`src/rtf_pkg.sv`:
```
// ----------------------------------------------------------------------------
// rtf_pkg
// Types and codes shared by the RTF token scanner modules.
// ----------------------------------------------------------------------------
package rtf_pkg;

    // token kinds
    localparam logic [2:0] KIND_CHAR   = 3'd0;
    localparam logic [2:0] KIND_OPEN   = 3'd1;
    localparam logic [2:0] KIND_CLOSE  = 3'd2;
    localparam logic [2:0] KIND_WORD   = 3'd3;
    localparam logic [2:0] KIND_ERROR  = 3'd4;
    localparam logic [2:0] KIND_END    = 3'd5;

    // error codes
    localparam logic [2:0] ERR_NONE      = 3'd0;
    localparam logic [2:0] ERR_BS_END    = 3'd1;
    localparam logic [2:0] ERR_BAD_HEX   = 3'd2;
    localparam logic [2:0] ERR_BAD_ESC   = 3'd3;
    localparam logic [2:0] ERR_BAD_DEST  = 3'd4;
    localparam logic [2:0] ERR_DEST_EXP  = 3'd5;

    // special bytes
    localparam logic [7:0] CH_BSLASH = 8'h5C;
    localparam logic [7:0] CH_LBRACE = 8'h7B;
    localparam logic [7:0] CH_RBRACE = 8'h7D;
    localparam logic [7:0] CH_DROP   = 8'hFF;
    localparam logic [7:0] CH_UNDER  = 8'h5F;
    localparam logic [7:0] CH_QUOTE  = 8'h27;
    localparam logic [7:0] CH_STAR   = 8'h2A;
    localparam logic [7:0] CH_MINUS  = 8'h2D;

    typedef enum logic [3:0] {
        PH_IDLE,
        PH_ESC,
        PH_STAR,
        PH_STARESC,
        PH_HEX1,
        PH_HEX2,
        PH_WORD,
        PH_ARG
    } t_phase;

    typedef struct packed {
        logic [7:0] data_byte;
        logic       end_mark;
    } t_in;

    typedef struct packed {
        logic [2:0]         kind;
        logic [7:0]         char_value;
        logic [2:0]         error_code;
        logic               is_destination;
        logic [63:0]        word_head;
        logic [4:0]         word_length;
        logic [15:0]        word_sum;
        logic               has_arg;
        logic signed [31:0] arg_value;
        logic               last;
    } t_out;

    typedef struct packed {
        logic [1:0] count;
        t_out       tok0;
        t_out       tok1;
    } t_tok_pair;

endpackage

```
`src/rtf_token_scanner.sv`:
```
// ----------------------------------------------------------------------------
// rtf_token_scanner
// RTF byte stream tokenizer: characters, groups, escapes, control words.
// ----------------------------------------------------------------------------
//  channel   valid / ready              payload
//  input     i_in_valid / o_in_ready    i_in_data  (data_byte, end_mark)
//  output    o_out_valid / i_out_ready  o_out_data (token)
//
//  one byte per cycle while the queue has room; its tokens (zero, one or two)
//  are in the queue the next cycle, and each token leaves on its own cycle
//  synchronous active-low reset returns the scanner to idle, queue empty
//  input is taken while the four-entry token queue has room for two tokens
//  a byte that gives two tokens holds two queue slots
// ----------------------------------------------------------------------------
module rtf_token_scanner #(
    parameter int MAX_WORD_LEN = 31
) (
    input  logic          i_clk,
    input  logic          i_rst_n,
    input  logic          i_in_valid,
    output logic          o_in_ready,
    input  rtf_pkg::t_in  i_in_data,
    output logic          o_out_valid,
    input  logic          i_out_ready,
    output rtf_pkg::t_out o_out_data
);

    logic               accept;
    rtf_pkg::t_tok_pair toks;

    assign accept = i_in_valid && o_in_ready;

    rtf_tok_scan #(
        .MAX_WORD_LEN(MAX_WORD_LEN)
    ) u_scan (
        .i_clk  (i_clk),
        .i_rst_n(i_rst_n),
        .i_en   (accept),
        .i_data (i_in_data),
        .o_toks (toks)
    );

    rtf_tok_queue u_queue (
        .i_clk  (i_clk),
        .i_rst_n(i_rst_n),
        .i_push (accept),
        .i_toks (toks),
        .o_room (o_in_ready),
        .o_valid(o_out_valid),
        .o_data (o_out_data),
        .i_ready(i_out_ready)
    );

endmodule

```
`src/rtf_tok_scan.sv`:
```
// ----------------------------------------------------------------------------
// rtf_tok_scan
// Scanner state and token decode: one byte per enable, up to two tokens.
// ----------------------------------------------------------------------------
module rtf_tok_scan #(
    parameter int MAX_WORD_LEN = 31
) (
    input  logic             i_clk,
    input  logic             i_rst_n,
    input  logic             i_en,
    input  rtf_pkg::t_in     i_data,
    output rtf_pkg::t_tok_pair o_toks
);

    rtf_pkg::t_phase r_phase, n_phase;
    logic [63:0] r_letters, n_letters;
    logic [4:0]  r_count, n_count;
    logic [15:0] r_sum, n_sum;
    logic        r_dest, n_dest;
    logic [31:0] r_accum, n_accum;
    logic        r_neg, n_neg;
    logic [7:0]  r_hex_high, n_hex_high;

    logic [7:0]  b;
    logic        at_end;
    logic [35:0] acc_mul;
    logic [31:0] acc_next;

    assign b      = i_data.data_byte;
    assign at_end = i_data.end_mark;

    function automatic logic is_alpha(input logic [7:0] c);
        return (c >= 8'h41 && c <= 8'h5A) || (c >= 8'h61 && c <= 8'h7A);
    endfunction

    function automatic logic is_digit(input logic [7:0] c);
        return c >= 8'h30 && c <= 8'h39;
    endfunction

    function automatic logic is_space(input logic [7:0] c);
        return c == 8'h20 || (c >= 8'd9 && c <= 8'd13);
    endfunction

    function automatic logic [4:0] hex_val(input logic [7:0] c);
        logic [7:0] t;
        t = 8'd16;
        if (c >= 8'h30 && c <= 8'h39) t = c - 8'h30;
        else if (c >= 8'h41 && c <= 8'h46) t = c - 8'h37;
        else if (c >= 8'h61 && c <= 8'h66) t = c - 8'h57;
        return t[4:0];
    endfunction

    function automatic rtf_pkg::t_out mk_tok(input logic [2:0] kind, input logic [7:0] chv,
                                             input logic [2:0] err);
        rtf_pkg::t_out t;
        t            = '0;
        t.kind       = kind;
        t.char_value = chv;
        t.error_code = err;
        return t;
    endfunction

    // argument digit: accum * 10 + digit, saturated at 2^31
    assign acc_mul  = ({4'd0, r_accum} << 3) + ({4'd0, r_accum} << 1) + {32'd0, b[3:0]};
    assign acc_next = (acc_mul > 36'h080000000) ? 32'h80000000 : acc_mul[31:0];

    // next state
    always_comb begin
        n_phase    = r_phase;
        n_letters  = r_letters;
        n_count    = r_count;
        n_sum      = r_sum;
        n_dest     = r_dest;
        n_accum    = r_accum;
        n_neg      = r_neg;
        n_hex_high = r_hex_high;
        if (at_end) begin
            n_phase    = rtf_pkg::PH_IDLE;
            n_letters  = '0;
            n_count    = '0;
            n_sum      = '0;
            n_dest     = 1'b0;
            n_accum    = '0;
            n_neg      = 1'b0;
            n_hex_high = '0;
        end else begin
            unique case (r_phase)
                rtf_pkg::PH_ESC: begin
                    n_phase = rtf_pkg::PH_IDLE;
                    if (b == rtf_pkg::CH_STAR) begin
                        n_phase = rtf_pkg::PH_STAR;
                    end else if (b == rtf_pkg::CH_QUOTE) begin
                        n_phase = rtf_pkg::PH_HEX1;
                    end else if (is_alpha(b)) begin
                        n_phase   = rtf_pkg::PH_WORD;
                        n_letters = {56'd0, b};
                        n_count   = 5'd1;
                        n_sum     = {8'd0, b};
                        n_dest    = 1'b0;
                        n_accum   = '0;
                        n_neg     = 1'b0;
                    end
                end
                rtf_pkg::PH_STAR: begin
                    n_phase = (b == rtf_pkg::CH_BSLASH) ? rtf_pkg::PH_STARESC
                                                        : rtf_pkg::PH_IDLE;
                end
                rtf_pkg::PH_STARESC: begin
                    n_phase = rtf_pkg::PH_IDLE;
                    if (is_alpha(b)) begin
                        n_phase   = rtf_pkg::PH_WORD;
                        n_letters = {56'd0, b};
                        n_count   = 5'd1;
                        n_sum     = {8'd0, b};
                        n_dest    = 1'b1;
                        n_accum   = '0;
                        n_neg     = 1'b0;
                    end
                end
                rtf_pkg::PH_HEX1: begin
                    n_hex_high = b;
                    n_phase    = rtf_pkg::PH_HEX2;
                end
                rtf_pkg::PH_HEX2: begin
                    n_hex_high = '0;
                    n_phase    = rtf_pkg::PH_IDLE;
                end
                rtf_pkg::PH_WORD, rtf_pkg::PH_ARG: begin
                    if (r_phase == rtf_pkg::PH_WORD && is_alpha(b)) begin
                        if (r_count < 5'(MAX_WORD_LEN)) begin
                            if (r_count < 5'd8) begin
                                n_letters[8*r_count[2:0] +: 8] = r_letters[8*r_count[2:0] +: 8] | b;
                            end
                            n_count = r_count + 5'd1;
                            n_sum   = r_sum + {8'd0, b};
                        end
                    end else if (r_phase == rtf_pkg::PH_WORD && b == rtf_pkg::CH_MINUS) begin
                        n_neg   = 1'b1;
                        n_phase = rtf_pkg::PH_ARG;
                    end else if (is_digit(b)) begin
                        n_accum = acc_next;
                        n_phase = rtf_pkg::PH_ARG;
                    end else begin
                        n_letters = '0;
                        n_count   = '0;
                        n_sum     = '0;
                        n_dest    = 1'b0;
                        n_accum   = '0;
                        n_neg     = 1'b0;
                        n_phase   = (!is_space(b) && b == rtf_pkg::CH_BSLASH)
                                  ? rtf_pkg::PH_ESC : rtf_pkg::PH_IDLE;
                    end
                end
                default: begin
                    n_phase = (b == rtf_pkg::CH_BSLASH) ? rtf_pkg::PH_ESC : rtf_pkg::PH_IDLE;
                end
            endcase
        end
    end

    // token outputs
    always_comb begin
        rtf_pkg::t_out word_t, a_t, b_t;
        logic          a_v, b_v, plain_v, with_arg;
        rtf_pkg::t_out plain_t;
        logic [4:0]    hv, lv;

        with_arg = (r_phase == rtf_pkg::PH_ARG);
        word_t                = '0;
        word_t.kind           = rtf_pkg::KIND_WORD;
        word_t.is_destination = r_dest;
        word_t.word_head      = r_letters;
        word_t.word_length    = r_count;
        word_t.word_sum       = r_sum;
        if (with_arg) begin
            word_t.has_arg   = 1'b1;
            word_t.arg_value = r_neg ? (32'd0 - r_accum)
                             : (r_accum[31] ? 32'h7FFFFFFF : r_accum);
        end

        plain_v = 1'b1;
        plain_t = mk_tok(rtf_pkg::KIND_CHAR, b, rtf_pkg::ERR_NONE);
        if (b == rtf_pkg::CH_BSLASH || b == rtf_pkg::CH_DROP) plain_v = 1'b0;
        else if (b == rtf_pkg::CH_LBRACE)
            plain_t = mk_tok(rtf_pkg::KIND_OPEN, 8'd0, rtf_pkg::ERR_NONE);
        else if (b == rtf_pkg::CH_RBRACE)
            plain_t = mk_tok(rtf_pkg::KIND_CLOSE, 8'd0, rtf_pkg::ERR_NONE);

        hv = hex_val(r_hex_high);
        lv = hex_val(b);

        a_v = 1'b0;
        a_t = '0;
        b_v = 1'b0;
        b_t = '0;

        if (at_end) begin
            b_v = 1'b1;
            b_t = mk_tok(rtf_pkg::KIND_END, 8'd0, rtf_pkg::ERR_NONE);
            unique case (r_phase)
                rtf_pkg::PH_ESC, rtf_pkg::PH_STAR, rtf_pkg::PH_STARESC: begin
                    a_v = 1'b1;
                    a_t = mk_tok(rtf_pkg::KIND_ERROR, 8'd0, rtf_pkg::ERR_BS_END);
                end
                rtf_pkg::PH_HEX1, rtf_pkg::PH_HEX2: begin
                    a_v = 1'b1;
                    a_t = mk_tok(rtf_pkg::KIND_ERROR, 8'd0, rtf_pkg::ERR_BAD_HEX);
                end
                rtf_pkg::PH_WORD, rtf_pkg::PH_ARG: begin
                    a_v = 1'b1;
                    a_t = word_t;
                end
                default: begin
                    a_v = 1'b0;
                end
            endcase
        end else begin
            unique case (r_phase)
                rtf_pkg::PH_ESC: begin
                    if (b == rtf_pkg::CH_BSLASH || b == rtf_pkg::CH_LBRACE
                        || b == rtf_pkg::CH_RBRACE || b == rtf_pkg::CH_UNDER) begin
                        a_v = 1'b1;
                        a_t = mk_tok(rtf_pkg::KIND_CHAR, b, rtf_pkg::ERR_NONE);
                    end else if (b != rtf_pkg::CH_STAR && b != rtf_pkg::CH_QUOTE
                                 && !is_alpha(b)) begin
                        a_v = 1'b1;
                        a_t = mk_tok(rtf_pkg::KIND_ERROR, 8'd0, rtf_pkg::ERR_BAD_ESC);
                    end
                end
                rtf_pkg::PH_STAR: begin
                    if (b != rtf_pkg::CH_BSLASH) begin
                        a_v = 1'b1;
                        a_t = mk_tok(rtf_pkg::KIND_ERROR, 8'd0, rtf_pkg::ERR_DEST_EXP);
                    end
                end
                rtf_pkg::PH_STARESC: begin
                    if (!is_alpha(b)) begin
                        a_v = 1'b1;
                        a_t = mk_tok(rtf_pkg::KIND_ERROR, 8'd0, rtf_pkg::ERR_BAD_DEST);
                    end
                end
                rtf_pkg::PH_HEX1: begin
                    a_v = 1'b0;
                end
                rtf_pkg::PH_HEX2: begin
                    a_v = 1'b1;
                    if (!hv[4] && !lv[4])
                        a_t = mk_tok(rtf_pkg::KIND_CHAR, {hv[3:0], lv[3:0]}, rtf_pkg::ERR_NONE);
                    else
                        a_t = mk_tok(rtf_pkg::KIND_ERROR, 8'd0, rtf_pkg::ERR_BAD_HEX);
                end
                rtf_pkg::PH_WORD, rtf_pkg::PH_ARG: begin
                    if (!(is_digit(b) || (r_phase == rtf_pkg::PH_WORD
                          && (is_alpha(b) || b == rtf_pkg::CH_MINUS)))) begin
                        a_v = 1'b1;
                        a_t = word_t;
                        if (!is_space(b)) begin
                            b_v = plain_v;
                            b_t = plain_t;
                        end
                    end
                end
                default: begin
                    b_v = plain_v;
                    b_t = plain_t;
                end
            endcase
        end

        o_toks = '0;
        if (a_v && b_v) begin
            o_toks.count     = 2'd2;
            o_toks.tok0      = a_t;
            o_toks.tok1      = b_t;
            o_toks.tok1.last = 1'b1;
        end else if (a_v) begin
            o_toks.count     = 2'd1;
            o_toks.tok0      = a_t;
            o_toks.tok0.last = 1'b1;
        end else if (b_v) begin
            o_toks.count     = 2'd1;
            o_toks.tok0      = b_t;
            o_toks.tok0.last = 1'b1;
        end
    end

    always_ff @(posedge i_clk) begin
        if (!i_rst_n) begin
            r_phase    <= rtf_pkg::PH_IDLE;
            r_letters  <= '0;
            r_count    <= '0;
            r_sum      <= '0;
            r_dest     <= 1'b0;
            r_accum    <= '0;
            r_neg      <= 1'b0;
            r_hex_high <= '0;
        end else if (i_en) begin
            r_phase    <= n_phase;
            r_letters  <= n_letters;
            r_count    <= n_count;
            r_sum      <= n_sum;
            r_dest     <= n_dest;
            r_accum    <= n_accum;
            r_neg      <= n_neg;
            r_hex_high <= n_hex_high;
        end
    end

endmodule

```
`src/rtf_tok_queue.sv`:
```
// ----------------------------------------------------------------------------
// rtf_tok_queue
// Four-entry token queue, up to two writes and one read per cycle.
// ----------------------------------------------------------------------------
module rtf_tok_queue (
    input  logic               i_clk,
    input  logic               i_rst_n,
    input  logic               i_push,
    input  rtf_pkg::t_tok_pair i_toks,
    output logic               o_room,
    output logic               o_valid,
    output rtf_pkg::t_out      o_data,
    input  logic               i_ready
);

    rtf_pkg::t_out r_mem [4];
    logic [1:0] r_wr_ptr, n_wr_ptr;
    logic [1:0] r_rd_ptr, n_rd_ptr;
    logic [2:0] r_count, n_count;
    logic [1:0] push_n;
    logic       pop;

    assign push_n  = i_push ? i_toks.count : 2'd0;
    assign o_valid = (r_count != 3'd0);
    assign o_data  = r_mem[r_rd_ptr];
    assign o_room  = (r_count <= 3'd2);
    assign pop     = o_valid && i_ready;

    always_comb begin
        n_wr_ptr = r_wr_ptr + push_n;
        n_rd_ptr = r_rd_ptr + {1'b0, pop};
        n_count  = r_count + {1'b0, push_n} - {2'd0, pop};
    end

    always_ff @(posedge i_clk) begin
        if (push_n != 2'd0) begin
            r_mem[r_wr_ptr] <= i_toks.tok0;
        end
        if (push_n == 2'd2) begin
            r_mem[r_wr_ptr + 2'd1] <= i_toks.tok1;
        end
    end

    always_ff @(posedge i_clk) begin
        if (!i_rst_n) begin
            r_wr_ptr <= '0;
            r_rd_ptr <= '0;
            r_count  <= '0;
        end else begin
            r_wr_ptr <= n_wr_ptr;
            r_rd_ptr <= n_rd_ptr;
            r_count  <= n_count;
        end
    end

endmodule

```
`config.mk`:
```
export PLATFORM = sky130hd
export DESIGN_NAME = rtf_token_scanner
export DESIGN_NICKNAME = d
export VERILOG_FILES = /design/src/rtf_pkg.sv /design/src/rtf_token_scanner.sv /design/src/rtf_tok_scan.sv /design/src/rtf_tok_queue.sv
export SDC_FILE = /design/constraint.sdc
export NUM_CORES = 1
export LEC_CHECK = 0
export CAP_MARGIN = 30
export CORE_MARGIN = 2
export CORE_UTILIZATION = 50
export CTS_CLUSTER_SIZE = 40
export DETAILED_ROUTE_END_ITERATION = 7
export DONT_BUFFER_PORTS = 1
export GPL_TIMING_DRIVEN = 0
export HOLD_SLACK_MARGIN = 0.08
export PLACE_DENSITY = 0.72
export SYNTH_ARGS = -nofsm -noshare
export SYNTH_HDL_FRONTEND = slang
export SYNTH_SLANG_ARGS = --single-unit
```
`constraint.sdc`:
```
create_clock -name i_clk -period 8.1 [get_ports i_clk]
set_input_delay 0.81 -clock i_clk [delete_from_list [all_inputs] [get_ports i_clk]]
set_output_delay 0.81 -clock i_clk [all_outputs]
set_load 0.01 [all_outputs]
```
Word level (Yosys, flattened, before mapping)
Memory sizes are Yosys's and may differ from the RTL's. A register that Yosys moved wholly into a read port is not among the register bits.
Cells that the tools add are included.
{ "totals": {"reg_bits": 138, "latchBits": 0, "ramBits": 536, "mem_bits_ro": 0, "input_bits": 13, "elab_cells": 247, "n_memories": 1} }
{ "mem_list": {"columns": ["name", "words", "word_bits", "rd", "rd_ports_with_merged_regs", "wr", "line", "text"], "rows": [
  ["u_queue.r_mem", 4, 134, 1, 1, 2, "rtf_tok_queue.sv:16", "rtf_pkg::t_out r_mem [4];"]
]} }
{ "op_classes": {"addsub": 17, "n_mul": 0, "n_div": 0, "order_cmp": 20, "eq_ne": 32, "shift": 3, "mux": 115, "bitwise": 1, "reduce_logical": 47} }
{ "op_table": {"columns": ["cell", "count"], "rows": [
  ["two-way mux 134 bit", 12],
  ["case mux 134 bit (5 select lines)", 1],
  ["two-way mux 64 bit", 9],
  ["case mux 134 bit (3 select lines)", 1],
  ["two-way mux 32 bit", 9],
  ["two-way mux 136 bit", 2],
  ["case mux 134 bit (2 select lines)", 1],
  ["two-way mux 133 bit", 2],
  ["case mux 64 bit (3 select lines)", 1],
  ["two-way mux 135 bit", 1],
  ["two-way mux 16 bit", 8],
  ["case mux 32 bit (3 select lines)", 1],
  ["two-way mux 5 bit", 14],
  ["bitwise mux 64 bit", 1],
  ["variable shift 8 x 34 -> 64 bit (first input constant)", 1],
  ["indexed part select 64 x 7 -> 8 bit", 1],
  ["indexed part select 8 x 34 -> 64 bit", 1],
  ["less-or-equal comparator 8 x 7 -> 1 bit (second input constant)", 6],
  ["case mux 16 bit (3 select lines)", 1],
  ["adder 35 x 33 -> 36 bit", 1],
  ["adder 36 x 4 -> 36 bit", 1],
  ["greater-than comparator 36 x 32 -> 1 bit (second input constant)", 1],
  ["negation 6 -> 34 bit", 1],
  ["two-way mux 33 bit", 1],
  ["other kinds (58)", 157]
]} }

Logic depth before layout (Yosys ltp)
Gate-level depths: netlist of run 1.
{ "depth": {"word_depth": 16, "ltp_mapped": 20, "depth_no_buf": 17} }

By module
From an unflattened synthesis of run 1, not the netlist that was laid out.
{ "hier_totals": {"hier_cells": 2938, "hier_area_um2": 38558.2} }
{ "by_module_without_submodules": {"columns": ["module", "instances", "cells_each", "area_per_inst_um2", "seq_area_each_um2"], "rows": [
  ["rtf_tok_queue", 1, 1349, 26321.5, 16235.6],
  ["rtf_tok_scan", 1, 1588, 12230.5, 2602.5],
  ["rtf_token_scanner", 1, 1, 6.3, 0.0]
]} }

Worst setup path after synthesis of run 1
No wires, ideal clock.
{ "synth_path": {"kind": "input to register", "start": "input i_in_data[2] in the netlist's numbering", "end": "memory u_queue.r_mem[2][0] in the netlist's numbering (enable)", "t_arrival_ns": 4.753, "required_time_ns": 7.756, "slack_ns": 3.003, "path_stages": 19, "cell_sequence": "clkbuf_1 inv_1 ha_1 or3b_1 o221ai_2 nand2b_1 buf_4 a41oi_2 nor3_2 or2_1 ha_1 nand2_1 nor2_1 nand3b_1 and2_1 clkbuf_1 clkbuf_1 clkbuf_1 inv_1"} }
{ "synth_lines": {"columns": ["element", "line", "text"], "rows": [
  ["start: declaration", "rtf_token_scanner.sv:22", "input rtf_pkg::t_in i_in_data,"],
  ["end: declaration", "rtf_tok_queue.sv:16", null]
]} }

==> run metrics, run 1 <==
Util after Layout=56.4%; Worst-Margin Slew=1070 ps; DR iter-0 viols=2796; fin crit share=91.5%; Layout Skew=22.0 ps; max-cap violations=0; WL/cell=26.1 um; HPWL Detailed=69500 um; Placer Congestion=0.964; clock transition at the registers of the reported paths=60 ps; number of gates resized after CTS=0; Pint=5.76 mW; Rows=90; post-synthesis async set-or-reset flop share=0%; status=complete, no violations; Ys Warns=0; fin nets=3002; die area=63400 um^2; worst hold stages=2; mean post-synth cell area=10.9 um^2; Starting Density=50.7%; final hold vios=0; global routing usage on met1=38.3%; Layout area overhead=11.3%; core area=60600 um^2; Leak=11.9 nW; n_diodes=0; first-pass GRT wire length=150000 um; TritonCTS Sinks=673; Combinational Power Share=14.7%; drt pass-1 iters=6; clk_lat worst skew=630 ps; Die Ht=252 um; Hold Buf Count CTS=0; CP arrival=7680 ps; # DRC=0; Slew headroom=28.4%; Fin Setup TNS=0 ps; Post-synth EDFFs=48; Pwr Density=235 nW/um^2; synthesized instance count=2813; CP required=8360 ps; grt met3 use=7.60%; DR vias=25530; Hold Crit Class=reg2reg; min Tclk post-route=7410 ps; CP max FO=12; post-synth net total=2923; RSZ-0062 raised after global routing=no; Netlist cell types=85; register area share after synthesis=45.5%; Num CTS Buffers=72; maximum VDD drop=0.000144 V; largest net degree at the start of global routing=15; Port Buffer Count=0; # H-tree levels=3; setup violators final=0; CTS max path bufs=3; Max Slew Vio Count=0; total wire length=97400 um; vias in the first global route=25401; GR Util All Layers=30.3%; Post-CTS Setup Repair Bufs=0; Die W=252 um; Ports=149; Psw=2.26 mW; number of synthesized register bits=673; global route overflow=0; Reg power frac=42.9%; CTS tree=yes; Switching Share=28.2%; CTS root buf=clkbuf_16; Critical Path Source Type=input pin; clock network fraction of total power=42.4%; Critical Path Sink Type=flop; main flop type after synthesis=dfxtp_1; met2 usage=49.6%; Routed Antenna Nets=0; initial antenna violation count=1; Synth Cell Area=30700 um^2; layout cells sized above 1=10.7%; R2R cell count=15; f_max=135 MHz; critical path class=in2reg; Via-to-Cell Ratio=6.84; layer with the highest usage=met2
-- cells in the mapped netlist, types with 57 or more instances --
cell	count	area share, %
nor2_1	99	1.2
o22ai_1	57	1.2
nor2b_1	58	1.2
a22o_1	68	1.9
dfxtp_1	625	41
mux4_2	148	11
o21ai_0	120	2.0
ha_1	93	3.8
a32o_1	379	12
a21oi_1	108	1.8
clkbuf_1	212	2.6
nand2_1	243	3.0
-- registers in the layout, summed over array words and instances, names as in the netlist --
signal             flops
u_queue.r_count        3
u_scan.r_letters      64
u_scan.r_hex_high      8
u_scan.r_phase         3
u_queue.r_mem        536
u_queue.r_rd_ptr       2
u_scan.r_count         5
u_scan.r_accum        32
u_scan.r_neg           1
u_queue.r_wr_ptr       2
u_scan.r_dest          1
u_scan.r_sum          16
-- final cells by class --
type / count / area, um^2
plain buffers: 248 / 951
clock buffers: 103 / 2110
clock inverters: 27 / 343
fillers: 4986 / 26400
inverters: 44 / 165
multi-input cells: 1848 / 15600
flip-flops and latches: 673 / 14000
well taps: 782 / 978
repair buffers: 5 / 38.8
-- placed cells by master, fill, tap and decap left out, types with 8 or more instances in the layout --
| master | count |
|---|---|
| dfxtp_1 | 625 |
| a32o_1 | 379 |
| nand2_1 | 243 |
| clkbuf_1 | 225 |
| mux4_2 | 148 |
| o21ai_0 | 120 |
| a21oi_1 | 108 |
| nor2_1 | 99 |
| ha_1 | 93 |
| clkbuf_16 | 73 |
| a22o_1 | 68 |
| nor2b_1 | 58 |
| o22ai_1 | 57 |
| nor3_1 | 48 |
| edfxtp_1 | 48 |
| inv_1 | 41 |
| xnor2_1 | 41 |
| xor2_1 | 38 |
| a21boi_1 | 25 |
| buf_1 | 23 |
| nand3_1 | 21 |
| and2_1 | 20 |
| or3_1 | 20 |
| a22oi_1 | 18 |
| clkbuf_8 | 17 |
| a211oi_1 | 16 |
| o21ai_1 | 15 |
| buf_2 | 14 |
| mux2i_1 | 14 |
| nor4_1 | 13 |
| nand2b_1 | 12 |
| a21o_1 | 12 |
| clkinv_2 | 10 |
| or3b_1 | 9 |
| a21boi_0 | 9 |
| nand3b_1 | 8 |
| and3_1 | 8 |
-- worst max-delay path, cell delays in order --
cell	delay (ps)
clkbuf_1	560
inv_1	310
ha_1	370
or3b_1	220
o221ai_2	190
nor3_1	750
nor3_1	180
nor4_2	330
o21ai_0	130
ha_1	320
nand2_1	180
nand2_1	150
and3_1	220
clkbuf_1	300
a21oi_1	900
clkbuf_1	740
clkbuf_1	520
inv_1	450
-- worst paths after layout --
check	start	end	slack [ps]
worst max register to register	u_scan.r_phase[1]	u_queue.r_mem[3][125]	1650
worst max-delay path	i_in_data[1]	u_queue.r_mem[3][125]	690
worst min register to register	u_queue.r_mem[3][33]	u_queue.r_mem[3][33]	440
worst min-delay path	u_queue.r_mem[3][33]	u_queue.r_mem[3][33]	440
-- cells by family (layout without fill, tap and decap cells) --
logic type	Yosys count	after routing	synth area share [%]
AO/OA/AOI/OAI	902	902	23.5
flip-flops	673	673	45.5
AND/OR/NAND/NOR	607	607	9.77
buffers and inverters	292	427	3.64
multiplexers	163	163	11.4
adder cells (fa/ha/maj)	97	97	4.05
XOR/XNOR	79	79	2.25
-- power by group through the flow --
stage                     logic [mW]  clock network [mW]  registers (mW)
after floorplan                0.760                   0            3.50
after global placement          1.13                   0            3.51
after detailed placement        1.15                   0            3.52
after CTS                       1.16                3.41            3.44
after global routing            1.25                3.55            3.45
final                           1.18                3.40            3.44
-- per-layer routing --
metal / share of wire [%] / vias to the layer above
li1: - / 11189
met1: 39 / 12790
met2: 47 / 1322
met3: 10 / 229
met4: 4.0 / 0
met5: 0 / -
-- through the flow --
step / total power [mW] / instances / setup slack, ps / hold slack [ps] / area, um^2
floorplan: 4.26 / 2813 / 3000 / 418 / 30700
global placement: 4.64 / 3595 / 306 / 427 / 31700
detailed placement: 4.67 / 3600 / 275 / 438 / 31700
CTS: 8.02 / 3730 / 911 / 446 / 34200
global route: 8.24 / 3730 / 457 / 467 / 34200
finish: 8.02 / 3730 / 685 / 444 / 34200
Note: power is estimated with default switching activity, not from simulation.
==> inputs of run 2 (changes only) <==
--- a/config.mk
+++ b/config.mk
@@ -6,7 +6,6 @@
 export NUM_CORES = 1
 export LEC_CHECK = 0
 export CAP_MARGIN = 30
-export CORE_MARGIN = 2
 export CORE_UTILIZATION = 50
 export CTS_CLUSTER_SIZE = 40
 export DETAILED_ROUTE_END_ITERATION = 7
@@ -14,6 +13,8 @@
 export GPL_TIMING_DRIVEN = 0
 export HOLD_SLACK_MARGIN = 0.08
 export PLACE_DENSITY = 0.72
+export REMOVE_ABC_BUFFERS = 1
+export SKIP_CTS_REPAIR_TIMING = 1
 export SYNTH_ARGS = -nofsm -noshare
 export SYNTH_HDL_FRONTEND = slang
 export SYNTH_SLANG_ARGS = --single-unit
==> run metrics, run 2 (synthesis results as in run 1) <==
Port Buffer Count=0 (unchanged); RSZ-0062 raised after global routing=no; DR vias=24243 (-5.0%); CTS tree=yes; Critical Path Source Type=input pin; Reg with most FFs=u_queue.r_mem; Die W=250 um (-0.79%); # DRC=0 (unchanged); Slew headroom=30.2% (+1.8 points); crit-path cells=inv_1, ha_1, or3b_1, o221ai_2, nand2b_1, a41oi_2, nor3_2, or2_1, ha_1, nand2_1, nand2_1, and3_4, buf_16, nand2_1, o21ai_0; most frequent cells in the layout=622 x dfxtp_1, 379 x a32o_1, 243 x nand2_1; DR iter-0 viols=2627 (-6.0%); min Tclk post-route=6000 ps (-1410 ps); die area=62400 um^2 (-1.6%); first-pass GRT wire length=140000 um (-6.5%); core area=60500 um^2 (-0.19%); Layout Skew=35.7 ps (+13.7 ps); Hold Crit Class=in2reg; Layout area overhead=12.0%; drt pass-1 iters=6 (unchanged); Max Slew Vio Count=0 (unchanged); clock transition at the registers of the reported paths=60 ps (about the same); Routed Antenna Nets=0 (unchanged); Num CTS Buffers=71 (-1.4%); fin nets=2805 (-6.6%); CP max stage cell=and3_4; layout cells sized above 1=13.3% (+2.6 points); slowest stage delay, CP=660 ps (-240 ps); setup violators final=0 (unchanged); CTS max path bufs=3 (unchanged); # H-tree levels=3 (unchanged); fin area=34400 um^2 (+0.60%); Die Ht=250 um (-0.79%); GR Util All Layers=28.2% (-2.1 points); number of flip-flops in the largest register=536 (unchanged); HPWL Detailed=59200 um (-15%); final hold vios=0 (unchanged); total wire length=89300 um (-8.3%); maximum VDD drop=0.000142 V (-1.3%); critical path class=in2reg; Critical Path Sink Type=flop; Ports=149 (unchanged); worst slack at placement=1660 ps (+1390 ps); global route overflow=0 (unchanged); initial antenna violation count=1 (unchanged); Placer Congestion=0.891 (-7.6%); WL/cell=25.3 um (-3.1%); max-cap violations=0 (unchanged); Area after DPL=31900 um^2 (+0.55%); min setup slack post-route=2100 ps (+1410 ps); delay-heaviest family, CP=simple AND/OR/NAND/NOR gates; CP required=8620 ps (+260 ps); CP arrival=6520 ps (-1160 ps); TritonCTS Sinks=673 (unchanged); status=complete, no violations; Starting Density=50.8% (+0.094 points); f_max=167 MHz (+24%); vias in the first global route=24224 (-4.6%); Leak=12.1 nW (+1.4%); Rows=90 (unchanged); CTS root buf=clkbuf_16; CP most frequent cell=nand2_1; most common cell after layout, fill and taps aside=dfxtp_1; fin crit share=74.1% (-17 points); CP max FO=54 (+42); n_diodes=0 (unchanged); Worst-Margin Slew=1040 ps (-26.3 ps); clk_lat worst skew=640 ps (about the same); largest net degree at the start of global routing=93 (+78); largest registers=u_queue.r_mem x536, u_scan.r_letters x64, u_scan.r_accum x32; Via-to-Cell Ratio=6.87 (+0.34%); Util after Layout=56.8% (+0.44 points); number of buffer and inverter instances along the worst setup path=2 (-4); Pwr Density=236 nW/um^2 (+0.41%)
run 2: cell count changes in the layout (fill, tap and decap cells not counted), moves of 3 or more:
cell       previous run  this run
buf_1                23         1
buf_12                0        24
buf_16                0        15
buf_2                14         2
buf_6                 0         6
buf_8                 1         5
clkbuf_1            225        11
clkbuf_8             17        13
clkinv_16             0         3
dfxtp_1             625       622
nor2_1               99        96
nor2_4                0         3
run 2: power by group:
group | switching [mW] | internal (mW)
Combinational | 0.767 | 0.429
Sequential | 0.0655 | 3.41
Clock | 1.41 | 2.02
Total | 2.24 | 5.86
run 2: path summary, 6_finish.rpt:
check / startpoint / to / slack [ps] / cells after the start
setup / recovery: i_in_data[2] / u_queue.r_mem[3][17] / 2100 / 15
hold / removal: i_rst_n / u_scan.r_hex_high[4] / 330 / 1
setup reg to reg: u_scan.r_phase[1] / u_queue.r_mem[0][9] / 2230 / 13
hold reg to reg: u_queue.r_mem[2][33] / u_queue.r_mem[2][33] / 440 / 2
run 2: area by class of cell:
cell class / instances / area (um^2)
clock buffer: 95 / 2000
tap: 782 / 978
sequential: 673 / 14000
inverter: 44 / 165
timing repair buffer: 57 / 1080
clock inverter: 31 / 485
multi-input combinational: 1848 / 15700
fill: 4816 / 26100
run 2: routing by layer:
metal,global-route usage [%],wire [um],vias to the layer above
met2,46.0,42400,1090
met1,37.2,37000,12224
met5,0,0,-
met4,9.49,2020,0
li1,-,-,10797
met3,5.98,7870,132
run 2: metrics by stage:
step	hold slack, ps	power, mW	setup TNS, ps	std cells
after CTS	295	8.14	0	3530
after global routing	315	8.36	0	3530
final	331	8.10	0	3530
after global placement	427	4.62	-	3347
after detailed placement	434	4.74	0	3404
after floorplan	418	4.24	-2722680	2565
